### config.mk
export PLATFORM = sky130hd
export DESIGN_NAME = pre_alu
export DESIGN_NICKNAME = d
export VERILOG_FILES = /design/src/pre_pkg.sv /design/src/pre_alu.sv
export SDC_FILE = /design/constraint.sdc
export NUM_CORES = 2
export LEC_CHECK = 0
export BUFFER_PORTS_ARGS = -buffer_cell sky130_fd_sc_hd__buf_2
export CAP_MARGIN = 15
export CORE_ASPECT_RATIO = 1.5
export CORE_MARGIN = 8
export CORE_UTILIZATION = 40
export CTS_CLUSTER_DIAMETER = 200
export DETAILED_ROUTE_END_ITERATION = 10
export HOLD_SLACK_MARGIN = 0.05
export PLACE_DENSITY = 0.54
export SYNTH_ARGS = -nofsm -noshare
export SYNTH_HDL_FRONTEND = slang
export SYNTH_SLANG_ARGS = --single-unit
### constraint.sdc
create_clock -name clk -period 43 [get_ports clk]
set_input_delay 10.75 -clock clk [delete_from_list [all_inputs] [get_ports clk]]
set_output_delay 10.75 -clock clk [all_outputs]
set_load 0.005 [all_outputs]
### src/pre_pkg.sv
// Shared types, codes and the microcode table for the reprojection-error block.
// Used by pre_alu.sv and point_reprojection_error.sv; depends on nothing.
package pre_pkg;

  // Input word opcodes
  localparam logic IN_LOAD  = 1'b0;
  localparam logic IN_POINT = 1'b1;

  localparam int unsigned STORE_WORDS = 24;
  localparam int unsigned MEM_DEPTH   = 48;
  localparam int unsigned ADDR_W      = 6;
  localparam int unsigned SUM_W       = 48;
  localparam int unsigned CNT_W       = 16;

  typedef struct packed {
    logic              opcode;
    logic [4:0]        coef_index;
    logic signed [31:0] coef_value;
    logic signed [31:0] model_x;
    logic signed [31:0] model_y;
    logic signed [31:0] image_x;
    logic signed [31:0] image_y;
    logic              last_point;
  } pre_in_t;

  typedef struct packed {
    logic signed [31:0] proj_u;
    logic signed [31:0] proj_v;
    logic [31:0]        point_error;
    logic [31:0]        mean_error;
    logic               status;
    logic               is_last;
  } pre_out_t;

  // Arithmetic unit operations
  localparam logic [2:0] OP_ADD  = 3'd0;
  localparam logic [2:0] OP_MUL  = 3'd1;
  localparam logic [2:0] OP_DIV  = 3'd2;
  localparam logic [2:0] OP_DIVR = 3'd3;  // zero divisor gives 0, no fault
  localparam logic [2:0] OP_ERR  = 3'd4;  // distance to observed point
  localparam logic [2:0] OP_MEAN = 3'd5;

  typedef struct packed {
    logic               start;
    logic [2:0]         op;
    logic signed [31:0] a;
    logic signed [31:0] b;
    logic signed [31:0] img_x;
    logic signed [31:0] img_y;
    logic [SUM_W-1:0]   sum;
    logic [CNT_W-1:0]   cnt;
  } pre_req_t;

  typedef struct packed {
    logic        done;
    logic        fault;
    logic [31:0] res;
  } pre_rsp_t;

  // Operand file: 0..23 coefficients, 24..47 scratch, above that constants/inputs
  localparam logic [5:0] A_T0   = 6'd24;
  localparam logic [5:0] A_T1   = 6'd25;
  localparam logic [5:0] A_P0   = 6'd26;
  localparam logic [5:0] A_P1   = 6'd27;
  localparam logic [5:0] A_P2   = 6'd28;
  localparam logic [5:0] A_XN   = 6'd29;
  localparam logic [5:0] A_YN   = 6'd30;
  localparam logic [5:0] A_ZN   = 6'd31;
  localparam logic [5:0] A_XX   = 6'd32;
  localparam logic [5:0] A_R2   = 6'd33;
  localparam logic [5:0] A_R3   = 6'd34;
  localparam logic [5:0] A_R22  = 6'd35;
  localparam logic [5:0] A_R33  = 6'd36;
  localparam logic [5:0] A_KU   = 6'd37;
  localparam logic [5:0] A_KD   = 6'd38;
  localparam logic [5:0] A_DR   = 6'd39;
  localparam logic [5:0] A_DT   = 6'd40;
  localparam logic [5:0] A_Q0   = 6'd41;
  localparam logic [5:0] A_Q1   = 6'd42;
  localparam logic [5:0] A_Q2   = 6'd43;
  localparam logic [5:0] A_U    = 6'd44;
  localparam logic [5:0] A_V    = 6'd45;
  localparam logic [5:0] A_PE   = 6'd46;
  localparam logic [5:0] A_ONE  = 6'd48;
  localparam logic [5:0] A_ZERO = 6'd49;
  localparam logic [5:0] A_MX   = 6'd50;
  localparam logic [5:0] A_MY   = 6'd51;

  // Mode masks: bit m set means the step runs in distortion mode m
  localparam logic [3:0] M_ALL  = 4'b1111;
  localparam logic [3:0] M_DIS  = 4'b1110;
  localparam logic [3:0] M_RAT  = 4'b1000;
  localparam logic [3:0] M_POLY = 4'b0110;
  localparam logic [3:0] M_RAD  = 4'b0010;
  localparam logic [3:0] M_TAN  = 4'b1100;

  typedef struct packed {
    logic [2:0] op;
    logic [3:0] mask;
    logic [5:0] dst;
    logic [5:0] sa;
    logic [5:0] sb;
  } pre_uop_t;

  localparam int unsigned UC_LEN = 74;
  localparam int unsigned PC_W   = 7;

  localparam pre_uop_t UCODE [UC_LEN] = '{
    // pose rows
    '{OP_MUL,  M_ALL,  A_T0,  6'd0,   A_MX},
    '{OP_MUL,  M_ALL,  A_T1,  6'd1,   A_MY},
    '{OP_ADD,  M_ALL,  A_T0,  A_T0,   A_T1},
    '{OP_ADD,  M_ALL,  A_P0,  A_T0,   6'd2},
    '{OP_MUL,  M_ALL,  A_T0,  6'd3,   A_MX},
    '{OP_MUL,  M_ALL,  A_T1,  6'd4,   A_MY},
    '{OP_ADD,  M_ALL,  A_T0,  A_T0,   A_T1},
    '{OP_ADD,  M_ALL,  A_P1,  A_T0,   6'd5},
    '{OP_MUL,  M_ALL,  A_T0,  6'd6,   A_MX},
    '{OP_MUL,  M_ALL,  A_T1,  6'd7,   A_MY},
    '{OP_ADD,  M_ALL,  A_T0,  A_T0,   A_T1},
    '{OP_ADD,  M_ALL,  A_P2,  A_T0,   6'd8},
    // depth divide
    '{OP_DIV,  M_ALL,  A_XN,  A_P0,   A_P2},
    '{OP_DIV,  M_ALL,  A_YN,  A_P1,   A_P2},
    '{OP_DIV,  M_ALL,  A_ZN,  A_P2,   A_P2},
    // r2
    '{OP_MUL,  M_DIS,  A_XX,  A_XN,   A_XN},
    '{OP_MUL,  M_DIS,  A_T0,  A_YN,   A_YN},
    '{OP_ADD,  M_DIS,  A_T0,  A_XX,   A_T0},
    '{OP_ADD,  M_DIS,  A_R2,  A_T0,   A_ONE},
    // rational form
    '{OP_MUL,  M_RAT,  A_T0,  A_XX,   A_XN},
    '{OP_MUL,  M_RAT,  A_T1,  A_YN,   A_YN},
    '{OP_MUL,  M_RAT,  A_T1,  A_T1,   A_YN},
    '{OP_ADD,  M_RAT,  A_T0,  A_T0,   A_T1},
    '{OP_ADD,  M_RAT,  A_R3,  A_T0,   A_ONE},
    '{OP_MUL,  M_RAT,  A_R22, A_R2,   A_R2},
    '{OP_MUL,  M_RAT,  A_R33, A_R3,   A_R3},
    '{OP_MUL,  M_RAT,  A_T0,  6'd18,  A_R2},
    '{OP_ADD,  M_RAT,  A_T0,  A_ONE,  A_T0},
    '{OP_MUL,  M_RAT,  A_T1,  6'd19,  A_R22},
    '{OP_ADD,  M_RAT,  A_T0,  A_T0,   A_T1},
    '{OP_MUL,  M_RAT,  A_T1,  6'd20,  A_R33},
    '{OP_ADD,  M_RAT,  A_KU,  A_T0,   A_T1},
    '{OP_MUL,  M_RAT,  A_T0,  6'd21,  A_R2},
    '{OP_ADD,  M_RAT,  A_T0,  A_ONE,  A_T0},
    '{OP_MUL,  M_RAT,  A_T1,  6'd22,  A_R22},
    '{OP_ADD,  M_RAT,  A_T0,  A_T0,   A_T1},
    '{OP_MUL,  M_RAT,  A_T1,  6'd23,  A_R33},
    '{OP_ADD,  M_RAT,  A_KD,  A_T0,   A_T1},
    '{OP_DIVR, M_RAT,  A_DR,  A_KU,   A_KD},
    // two-term radial
    '{OP_MUL,  M_POLY, A_T0,  6'd18,  A_R2},
    '{OP_ADD,  M_POLY, A_T0,  A_ONE,  A_T0},
    '{OP_MUL,  M_POLY, A_T1,  A_R2,   A_R2},
    '{OP_MUL,  M_POLY, A_T1,  6'd19,  A_T1},
    '{OP_ADD,  M_POLY, A_DR,  A_T0,   A_T1},
    // tangential term
    '{OP_ADD,  M_RAD,  A_DT,  A_ZERO, A_ZERO},
    '{OP_ADD,  M_TAN,  A_T0,  6'd20,  6'd20},
    '{OP_MUL,  M_TAN,  A_T0,  A_T0,   A_XN},
    '{OP_MUL,  M_TAN,  A_T0,  A_T0,   A_YN},
    '{OP_ADD,  M_TAN,  A_T1,  A_XX,   A_XX},
    '{OP_ADD,  M_TAN,  A_T1,  A_R2,   A_T1},
    '{OP_MUL,  M_TAN,  A_T1,  6'd21,  A_T1},
    '{OP_ADD,  M_TAN,  A_DT,  A_T0,   A_T1},
    // apply distortion
    '{OP_MUL,  M_DIS,  A_T0,  A_XN,   A_DR},
    '{OP_MUL,  M_DIS,  A_T1,  A_YN,   A_DR},
    '{OP_ADD,  M_DIS,  A_XN,  A_T0,   A_DT},
    '{OP_ADD,  M_DIS,  A_YN,  A_T1,   A_DT},
    // intrinsics
    '{OP_MUL,  M_ALL,  A_T0,  6'd9,   A_XN},
    '{OP_MUL,  M_ALL,  A_T1,  6'd10,  A_YN},
    '{OP_ADD,  M_ALL,  A_T0,  A_T0,   A_T1},
    '{OP_MUL,  M_ALL,  A_T1,  6'd11,  A_ZN},
    '{OP_ADD,  M_ALL,  A_Q0,  A_T0,   A_T1},
    '{OP_MUL,  M_ALL,  A_T0,  6'd12,  A_XN},
    '{OP_MUL,  M_ALL,  A_T1,  6'd13,  A_YN},
    '{OP_ADD,  M_ALL,  A_T0,  A_T0,   A_T1},
    '{OP_MUL,  M_ALL,  A_T1,  6'd14,  A_ZN},
    '{OP_ADD,  M_ALL,  A_Q1,  A_T0,   A_T1},
    '{OP_MUL,  M_ALL,  A_T0,  6'd15,  A_XN},
    '{OP_MUL,  M_ALL,  A_T1,  6'd16,  A_YN},
    '{OP_ADD,  M_ALL,  A_T0,  A_T0,   A_T1},
    '{OP_MUL,  M_ALL,  A_T1,  6'd17,  A_ZN},
    '{OP_ADD,  M_ALL,  A_Q2,  A_T0,   A_T1},
    // final divide and distance
    '{OP_DIV,  M_ALL,  A_U,   A_Q0,   A_Q2},
    '{OP_DIV,  M_ALL,  A_V,   A_Q1,   A_Q2},
    '{OP_ERR,  M_ALL,  A_PE,  A_U,    A_V}
  };

endpackage

### src/pre_alu.sv
// Shared arithmetic unit: saturating add, fixed-point multiply, bit-serial divide,
// distance (two squares plus bit-serial root). Depends on pre_pkg.
module pre_alu #(
  parameter int FRAC_BITS = 16
) (
  input  logic              clk,
  input  logic              rst_n,
  input  pre_pkg::pre_req_t req,
  output pre_pkg::pre_rsp_t rsp
);

  localparam int DW = (32 + FRAC_BITS > 48) ? 32 + FRAC_BITS : 48;
  localparam int CW = $clog2(DW + 1);

  localparam logic [3:0] U_IDLE = 4'd0;
  localparam logic [3:0] U_MUL  = 4'd1;
  localparam logic [3:0] U_MFIN = 4'd2;
  localparam logic [3:0] U_DIV  = 4'd3;
  localparam logic [3:0] U_DFIN = 4'd4;
  localparam logic [3:0] U_E1   = 4'd5;
  localparam logic [3:0] U_E2   = 4'd6;
  localparam logic [3:0] U_E3   = 4'd7;
  localparam logic [3:0] U_SQRT = 4'd8;
  localparam logic [3:0] U_SFIN = 4'd9;

  localparam logic [31:0] S_MAX = 32'h7FFF_FFFF;
  localparam logic [31:0] S_MIN = 32'h8000_0000;

  logic [3:0]         st_r;
  logic [2:0]         op_r;
  logic signed [32:0] ma_r, mb_r;
  logic signed [65:0] p_r;
  logic [63:0]        sq_r;
  logic [31:0]        ay_r;
  logic [DW-1:0]      dvd_r, quo_r;
  logic [31:0]        dsr_r;
  logic [32:0]        rem_r;
  logic               neg_r;
  logic [CW-1:0]      cnt_r;
  logic [63:0]        rad_r;
  logic [35:0]        srem_r;
  logic [31:0]        root_r;
  logic               done_r, fault_r;
  logic               done_nxt;
  logic [31:0]        res_r;

  logic signed [32:0] add_s;
  logic [31:0]        add_res, abs_a, abs_b, ax, ay;
  logic signed [32:0] dx, dy;
  logic signed [65:0] mul_sh;
  logic [31:0]        mul_res, div_res;
  logic [32:0]        dstep;
  logic               dge, big_q;
  logic [35:0]        sstep, strial;
  logic               sge;
  logic [64:0]        e_sum;

  always_comb begin
    add_s   = {req.a[31], req.a} + {req.b[31], req.b};
    add_res = (add_s[32] != add_s[31]) ? (add_s[32] ? S_MIN : S_MAX) : add_s[31:0];
    abs_a   = req.a[31] ? -req.a : req.a;
    abs_b   = req.b[31] ? -req.b : req.b;
    dx      = {req.img_x[31], req.img_x} - {req.a[31], req.a};
    dy      = {req.img_y[31], req.img_y} - {req.b[31], req.b};
    ax      = dx[32] ? 32'(-dx) : dx[31:0];
    ay      = dy[32] ? 32'(-dy) : dy[31:0];

    // floor shift, then clamp to 32 bits
    mul_sh  = p_r >>> FRAC_BITS;
    if (&mul_sh[65:31] || ~|mul_sh[65:31]) mul_res = mul_sh[31:0];
    else mul_res = mul_sh[65] ? S_MIN : S_MAX;

    dstep   = {rem_r[31:0], dvd_r[DW-1]};
    dge     = dstep >= {1'b0, dsr_r};
    big_q   = |quo_r[DW-1:32];
    if (op_r == pre_pkg::OP_MEAN) div_res = big_q ? 32'hFFFF_FFFF : quo_r[31:0];
    else if (!neg_r) div_res = (big_q || quo_r[31]) ? S_MAX : quo_r[31:0];
    else if (big_q || (quo_r[31] && |quo_r[30:0])) div_res = S_MIN;
    else div_res = -quo_r[31:0];

    sstep   = {srem_r[33:0], rad_r[63:62]};
    strial  = {2'b00, root_r, 2'b01};
    sge     = sstep >= strial;
    e_sum   = {1'b0, sq_r} + {1'b0, p_r[63:0]};

    // answers decided in idle: add, divide by zero, unknown codes; the rest from their final state
    case (st_r)
      U_IDLE: begin
        if (!req.start) done_nxt = 1'b0;
        else if (req.op inside {pre_pkg::OP_MUL, pre_pkg::OP_MEAN, pre_pkg::OP_ERR})
          done_nxt = 1'b0;
        else if (req.op inside {pre_pkg::OP_DIV, pre_pkg::OP_DIVR})
          done_nxt = (req.b == '0);
        else done_nxt = 1'b1;
      end
      U_MFIN, U_DFIN, U_SFIN: done_nxt = 1'b1;
      U_E3:    done_nxt = e_sum[64];
      default: done_nxt = 1'b0;
    endcase
  end

  always_ff @(posedge clk) begin
    if (!rst_n) begin
      st_r   <= U_IDLE;
      done_r <= 1'b0;
    end else begin
      done_r <= done_nxt;
      p_r    <= ma_r * mb_r;
      unique case (st_r)
        U_IDLE: begin
          if (req.start) begin
            op_r    <= req.op;
            fault_r <= 1'b0;
            unique case (req.op)
              pre_pkg::OP_ADD: begin
                res_r  <= add_res;
              end
              pre_pkg::OP_MUL: begin
                ma_r <= {req.a[31], req.a};
                mb_r <= {req.b[31], req.b};
                st_r <= U_MUL;
              end
              pre_pkg::OP_DIV, pre_pkg::OP_DIVR: begin
                if (req.b == '0) begin
                  if (req.op == pre_pkg::OP_DIV) begin
                    res_r   <= req.a[31] ? S_MIN : S_MAX;
                    fault_r <= 1'b1;
                  end else begin
                    res_r <= '0;
                  end
                end else begin
                  neg_r <= req.a[31] ^ req.b[31];
                  dvd_r <= DW'(abs_a) << FRAC_BITS;
                  dsr_r <= abs_b;
                  rem_r <= '0;
                  quo_r <= '0;
                  cnt_r <= CW'(DW);
                  st_r  <= U_DIV;
                end
              end
              pre_pkg::OP_MEAN: begin
                neg_r <= 1'b0;
                dvd_r <= DW'(req.sum);
                dsr_r <= 32'(req.cnt);
                rem_r <= '0;
                quo_r <= '0;
                cnt_r <= CW'(DW);
                st_r  <= U_DIV;
              end
              pre_pkg::OP_ERR: begin
                ma_r <= {1'b0, ax};
                mb_r <= {1'b0, ax};
                ay_r <= ay;
                st_r <= U_E1;
              end
              default: begin
                res_r  <= '0;
              end
            endcase
          end
        end
        U_MUL: st_r <= U_MFIN;
        U_MFIN: begin
          res_r  <= mul_res;
          st_r   <= U_IDLE;
        end
        U_DIV: begin
          rem_r <= dge ? dstep - {1'b0, dsr_r} : dstep;
          quo_r <= {quo_r[DW-2:0], dge};
          dvd_r <= dvd_r << 1;
          cnt_r <= cnt_r - CW'(1);
          if (cnt_r == CW'(1)) st_r <= U_DFIN;
        end
        U_DFIN: begin
          res_r  <= div_res;
          st_r   <= U_IDLE;
        end
        U_E1: begin
          ma_r <= {1'b0, ay_r};
          mb_r <= {1'b0, ay_r};
          st_r <= U_E2;
        end
        U_E2: begin
          sq_r <= p_r[63:0];
          st_r <= U_E3;
        end
        U_E3: begin
          if (e_sum[64]) begin
            res_r  <= 32'hFFFF_FFFF;
            st_r   <= U_IDLE;
          end else begin
            rad_r  <= e_sum[63:0];
            srem_r <= '0;
            root_r <= '0;
            cnt_r  <= CW'(32);
            st_r   <= U_SQRT;
          end
        end
        U_SQRT: begin
          srem_r <= sge ? sstep - strial : sstep;
          root_r <= {root_r[30:0], sge};
          rad_r  <= rad_r << 2;
          cnt_r  <= cnt_r - CW'(1);
          if (cnt_r == CW'(1)) st_r <= U_SFIN;
        end
        U_SFIN: begin
          res_r  <= root_r;
          st_r   <= U_IDLE;
        end
        default: st_r <= U_IDLE;
      endcase
    end
  end

  assign rsp.done  = done_r;
  assign rsp.fault = fault_r;
  assign rsp.res   = res_r;

endmodule

; After elaboration in Yosys (flattened, before gate mapping)
; Index checks and enable logic that the tools add are counted.
[word_totals]
ff_bits = 566
latch_bits = 0
ram_bits = 0
rom_bits = 0
input_bits = 198
output_inout_bits = 34
wordCells = 166
n_memories = 0
[classes]
addsub = 12
mul = 1
div_mod_pow = 0
magnitude_cmp = 2
eq_ne = 29
shift = 0
n_mux = 67
n_bitwise = 1
n_reduce_logical = 35
[op_table]
columns = cell, count
row1 = 32-bit 2-to-1 mux, 23
row2 = 48-bit one-hot mux with 2 select lines, 4
row3 = 33-bit one-hot mux with 2 select lines, 4
row4 = 32-bit one-hot mux with 2 select lines, 4
row5 = 48-bit 2-to-1 mux, 4
row6 = 32-bit negator, 5
row7 = 32-bit one-hot mux with 5 select lines, 1
row8 = 64-bit one-hot mux with 2 select lines, 1
row9 = 32-bit one-hot mux with 3 select lines, 1
row10 = 34-bit 2-to-1 mux, 2
row11 = 34-bit one-hot mux with 2 select lines, 1
row12 = 33-bit by 33-bit multiplier with 66-bit output, 1
row13 = 33-bit 2-to-1 mux, 2
row14 = 32-bit by 32-bit subtractor with 33-bit output, 2
row15 = 64-bit by 64-bit adder with 65-bit output, 1
row16 = 64-bit 2-to-1 mux, 1
row17 = 36-bit by 34-bit greater-or-equal comparator with 1-bit output, 1
row18 = 34-bit subtractor, 1
row19 = 32-bit by 32-bit adder with 33-bit output, 1
row20 = 33-bit by 32-bit greater-or-equal comparator with 1-bit output, 1
row21 = 32-bit logical NOT, 1
row22 = 32-bit subtractor, 1
row23 = 31-bit OR reduction, 1
row24 = 4-bit one-hot mux with 7 select lines, 1
row25 = 41 further kinds, 82

; Longest topological paths before layout
[logic_depth]
depth_word = 7
ltp_mapped = 31
mapped_depth_nobuf = 30

; Worst setup path after synthesis
; No wires, ideal clock.
[synth_timing]
path_type = input-to-reg
startpoint = input port req[129] in the netlist's numbering
endpoint = register dvd_r[0], enable pin
setup_ps = 929
t_arrival_ps = 23867
required_ps = 42071
setup_slack_ps = 18204
path_stages = 10
n_path_buf = 0
path_cell_list = inv_1 ha_1 nand3_1 or4_1 nor2_1 nand3_1 nor4_1 nor3b_1 o21ai_0 nor4_1
[synth_between]
elab_chain_len = 3
[synth_rtl]
columns = item, line
row1 = start: declaration, pre_alu.sv:8  ; input pre_pkg::pre_req_t req,
row2 = 32-bit logical NOT, pre_alu.sv:124  ; if (req.b == '0) begin
row3 = 3-bit != test (no line), --
row4 = 5-bit AND reduction (no line), --
row5 = end signal: assignment, pre_alu.sv:133  ; dvd_r <= DW'(abs_a) << FRAC_BITS;
row6 = end signal: assignment, pre_alu.sv:143  ; dvd_r <= DW'(req.sum);
row7 = end signal: assignment, pre_alu.sv:170  ; dvd_r <= dvd_r << 1;
row8 = end: declaration, pre_alu.sv:35  ; logic [DW-1:0] dvd_r, quo_r;
; No other way between the ends.
; A chain may end at the register's enable or synchronous reset.

; Worst setup path in the final report
[layout_timing]
startpoint = input port req[160] in the netlist's numbering
endpoint = register mb_r[31], data pin
[layout_between]
elab_chain_len = 6
[layout_rtl]
columns = item, line
row1 = 32-bit by 32-bit subtractor with 33-bit output *, pre_alu.sv:63  ; dx = {req.img_x[31], req.img_x} - {req.a[31], req.a};
row2 = 32-bit negator, pre_alu.sv:65  ; ax = dx[32] ? 32'(-dx) : dx[31:0];
row3 = 32-bit 2-to-1 mux *, pre_alu.sv:65
row4 = 33-bit one-hot mux with 2 select lines *, pre_alu.sv:114  ; unique case (req.op)
row5 = 33-bit 2-to-1 mux *, pre_alu.sv:111  ; if (req.start) begin
row6 = 33-bit one-hot mux with 2 select lines *, pre_alu.sv:109  ; unique case (st_r)
row7 = end signal: assignment, pre_alu.sv:120  ; mb_r <= {req.b[31], req.b};
row8 = end signal: assignment, pre_alu.sv:152  ; mb_r <= {1'b0, ax};
row9 = end signal: assignment, pre_alu.sv:180  ; mb_r <= {1'b0, ay_r};
row10 = end: declaration, pre_alu.sv:31  ; logic signed [32:0] ma_r, mb_r;
; Mark *: on every way between the ends. The rest lies on a longest branch, timed or not. The select of a mux whose other input is x is not followed.

==> run_results.csv <==
group,metric,value,unit
outcome,outcome,"completed",
sta,finalMaxSlewViolations,0,
sta,finClkSkew,0.1005,ns
global_route,grt-ovfl-total,0,
routing,vias_per_cell,5.594,
synth,ys_warn_count,0,
global_route,grt_pass1_vias,63080,
critical_path,critPathArrivalTime,14.91,ns
sta,worst_pin_slew,1.211,ns
die,fp.coreArea,190100,sq um
critical_path,critPathMaxStageDelay,0.55,ns
synth,muxShareOfSynthArea,0.3538,%
synth,synth_cells,8079,
routing,wl_per_cell,25.17,um
cts,cts_tree,"yes",
critical_path,crit_path_max_fanout,6,
critical_path,critPathSlowestCell,"nor4_1",
die,start_util,40.20,%
sta,min_period,14.51,ns
synth,syn_area,76390,sq um
cts,cts.sinks,566,
place,port_buffers,231,
critical_path,required,43.40,ns
cts,cts_made_buffers,68,
routing,drtIter0Drc,4776,
cts,postCtsHoldBufs,0,
finish,utilization,43.45,%
synth,synth_nets,9877,
place,dpl_worst_slack,27.71,ns
critical_path,crit_top_cell,"nand2_1",
routing,remaining_drc_errors,0,
routing,first_pass_iters,6,
sta,min_period_over_period,33.75,%
synth,yosys.area_share.adder,37.51,%
place,gp_congestion,0.9465,
finish,drive_above_1_share,6.460,%
synth,synth_compound_area_share,11.89,%
synth,seq_area_frac_synth,22.18,%
die,die-area,205500,sq um
sta,fin_ws,28.49,ns
global_route,grt_use_total,25.87,%
place,hpwl,205.1,mm
die,fp.dieH,551.2,um
sta,rsz0062_at_grt,"false",
synth,synth_top_family_by_area,"adder cells",
synth,synthArstFlopShare,0,%
cts,clkLatencyLatePin,0.72,ns
critical_path,path_class,"input port to flip-flop",
sta,tns,0,ns
synth,synth_top_flop_cell,"edfxtp_1",
synth,synth_edf_count,561,
routing,drt.antenna.violating_nets,0,
sta,hold_ws,0.4627,ns
sta,slew_headroom,17.18,%
synth,ys_ff_latch,566,
finish,syn_to_final_growth,8.096,%
synth,synth_xor_area_share,4.391,%
cts,ctsResizeCount,0,
synth,ys_types,101,
critical_path,crit_chain,"buf_2 -> ha_1 -> inv_1 -> fa_1 -> a211oi_2 -> o21a_1 -> nor3_1 -> o41ai_1 -> a211oi_1 -> nor4_1 -> nand2_1 -> or3_1 -> o41a_1 -> xnor2_1 -> nand2_1 -> o211ai_1",
critical_path,cp-end-kind,"flip-flop",
critical_path,critPathLaunchType,"input port",
routing,vias,59690,
cts,cts_setup_buffers,0,
cts,clockBufferDepth,3,
cts,cts.htree.levels,3,
synth,synth-simple-area-share,15.53,%
finish,nets,9921,
die,rows,196,
cts,clk_pin_slew,0.06,ns
global_route,grt_pass1_wl,401.2,mm
die,num_io_pins,232,
sta,finalSetupViolCount,0,
sta,hold_viol,0,
global_route,grt_max_degree,90,
global_route,antenna_found_initial,36,
hold_path,hold_class,"flip-flop to flip-flop",
sta,max_freq,68.90,MHz
cts,cts_root_buffer,"clkbuf_16",
die,die_w,372.8,um
synth,syn_avg_cell_area,9.456,sq um
flow_run,cap_violations,0,
routing,routed_wl,268.5,mm
[cell families (layout without fill, tap and decap cells)]
family	after synthesis	in the layout
simple gates	2433	2433
buf+inv	1652	1746
fa+ha+maj	1600	1600
compound gates	1418	1418
flops	566	566
xor+xnor	383	383
mux	27	27
other cells	0	22
[path summary, 6_finish.rpt]
kind	slack, ns	from	cells after the start	endpoint
max	28.49	req[160]	16	mb_r[31]
max reg2reg	32.13	ma_r[8]	28	p_r[65]
min	0.46	p_r[7]	0	sq_r[7]
min reg2reg	0.46	p_r[7]	0	sq_r[7]
[synthesized netlist by cell type (54+ instances only)]
library cell	instances	area (sq um)
a21o_1	152	1141
a21oi_1	427	2137
and2_1	558	3491
and3_1	92	575.6
clkbuf_1	348	1306
edfxtp_1	561	16850
fa_1	1150	23020
ha_1	450	5630
inv_1	1282	4812
nand2_1	848	3183
nand2b_1	54	337.8
nand3_1	78	390.4
nor2_1	490	1839
nor3_1	68	340.3
o21ai_0	278	1391
xnor2_1	255	2233
xor2_1	128	1121
[worst max-delay path, delay by kind of cell]
family / cells / cell delay [ns]
AOI/OAI and AO/OA: 6 / 1.55
and+or+nand+nor: 5 / 1.53
adders and majority gates: 2 / 0.62
buffers and inverters: 2 / 0.30
xor gates and xnor gates: 1 / 0.14
[area by class of cell]
class | count | area [sq um]
Fill cell | 18690 | 107500
Clock buffer | 79 | 1743
Multi-Input combinational cell | 5861 | 53340
Sequential cell | 566 | 16950
Antenna cell | 22 | 55.05
Tap cell | 2475 | 3097
Clock inverter | 41 | 551.8
Timing Repair Buffer | 341 | 2019
Inverter | 1285 | 4823
[placed cells by master, fill, tap and decap left out, types with 21 or more instances in the layout]
master and instances:
nand2b_1 53, nor2b_1 48, diode_2 22, buf_2 230, nor4_1 31, ha_1 450
a221oi_1 21, o21ai_1 22, o21a_1 51, fa_1 1150, nand2_1 846, a21o_1 152
o22ai_1 51, inv_1 1282, o21bai_1 50, or3_1 32, o211ai_1 44, and3_1 92
xor2_1 128, a211oi_1 37, o21ai_0 278, xnor2_1 255, mux2i_1 27, a21oi_1 425
buf_4 107, edfxtp_1 561, nand3_1 78, nand4_1 46, o31ai_1 43, clkbuf_16 68
a31oi_1 52, nor2_1 489, nor3_1 67, and2_1 557
[per-stage QoR]
step / instance area, sq um / std cells
after floorplan: 76390 / 8079
after global placement: 80160 / 10520
after detailed placement: 80160 / 10520
after CTS: 82450 / 10640
after global routing: 82530 / 10650
final: 82580 / 10670
[metal layers]
metal,share of wire [%],wire length [um],GRT usage (%)
met2,49,131600,45.26
met3,6.3,16870,3.206
met4,6.4,17220,13.98
met5,0.017,46,0
met1,38,102800,31.06
[sequential cells by signal, summed over array words and instances (netlist names), 3 cells and up]
register  cells
quo_r        48
dsr_r        32
root_r       32
srem_r       34
ay_r         32
res_r        32
op_r          3
mb_r         33
dvd_r        48
cnt_r         6
st_r          4
rad_r        64
ma_r         33
sq_r         64
p_r          66
rem_r        32
Power is not shown: default switching activity piles up to over one toggle a cycle in this logic, so the estimate is an artifact.
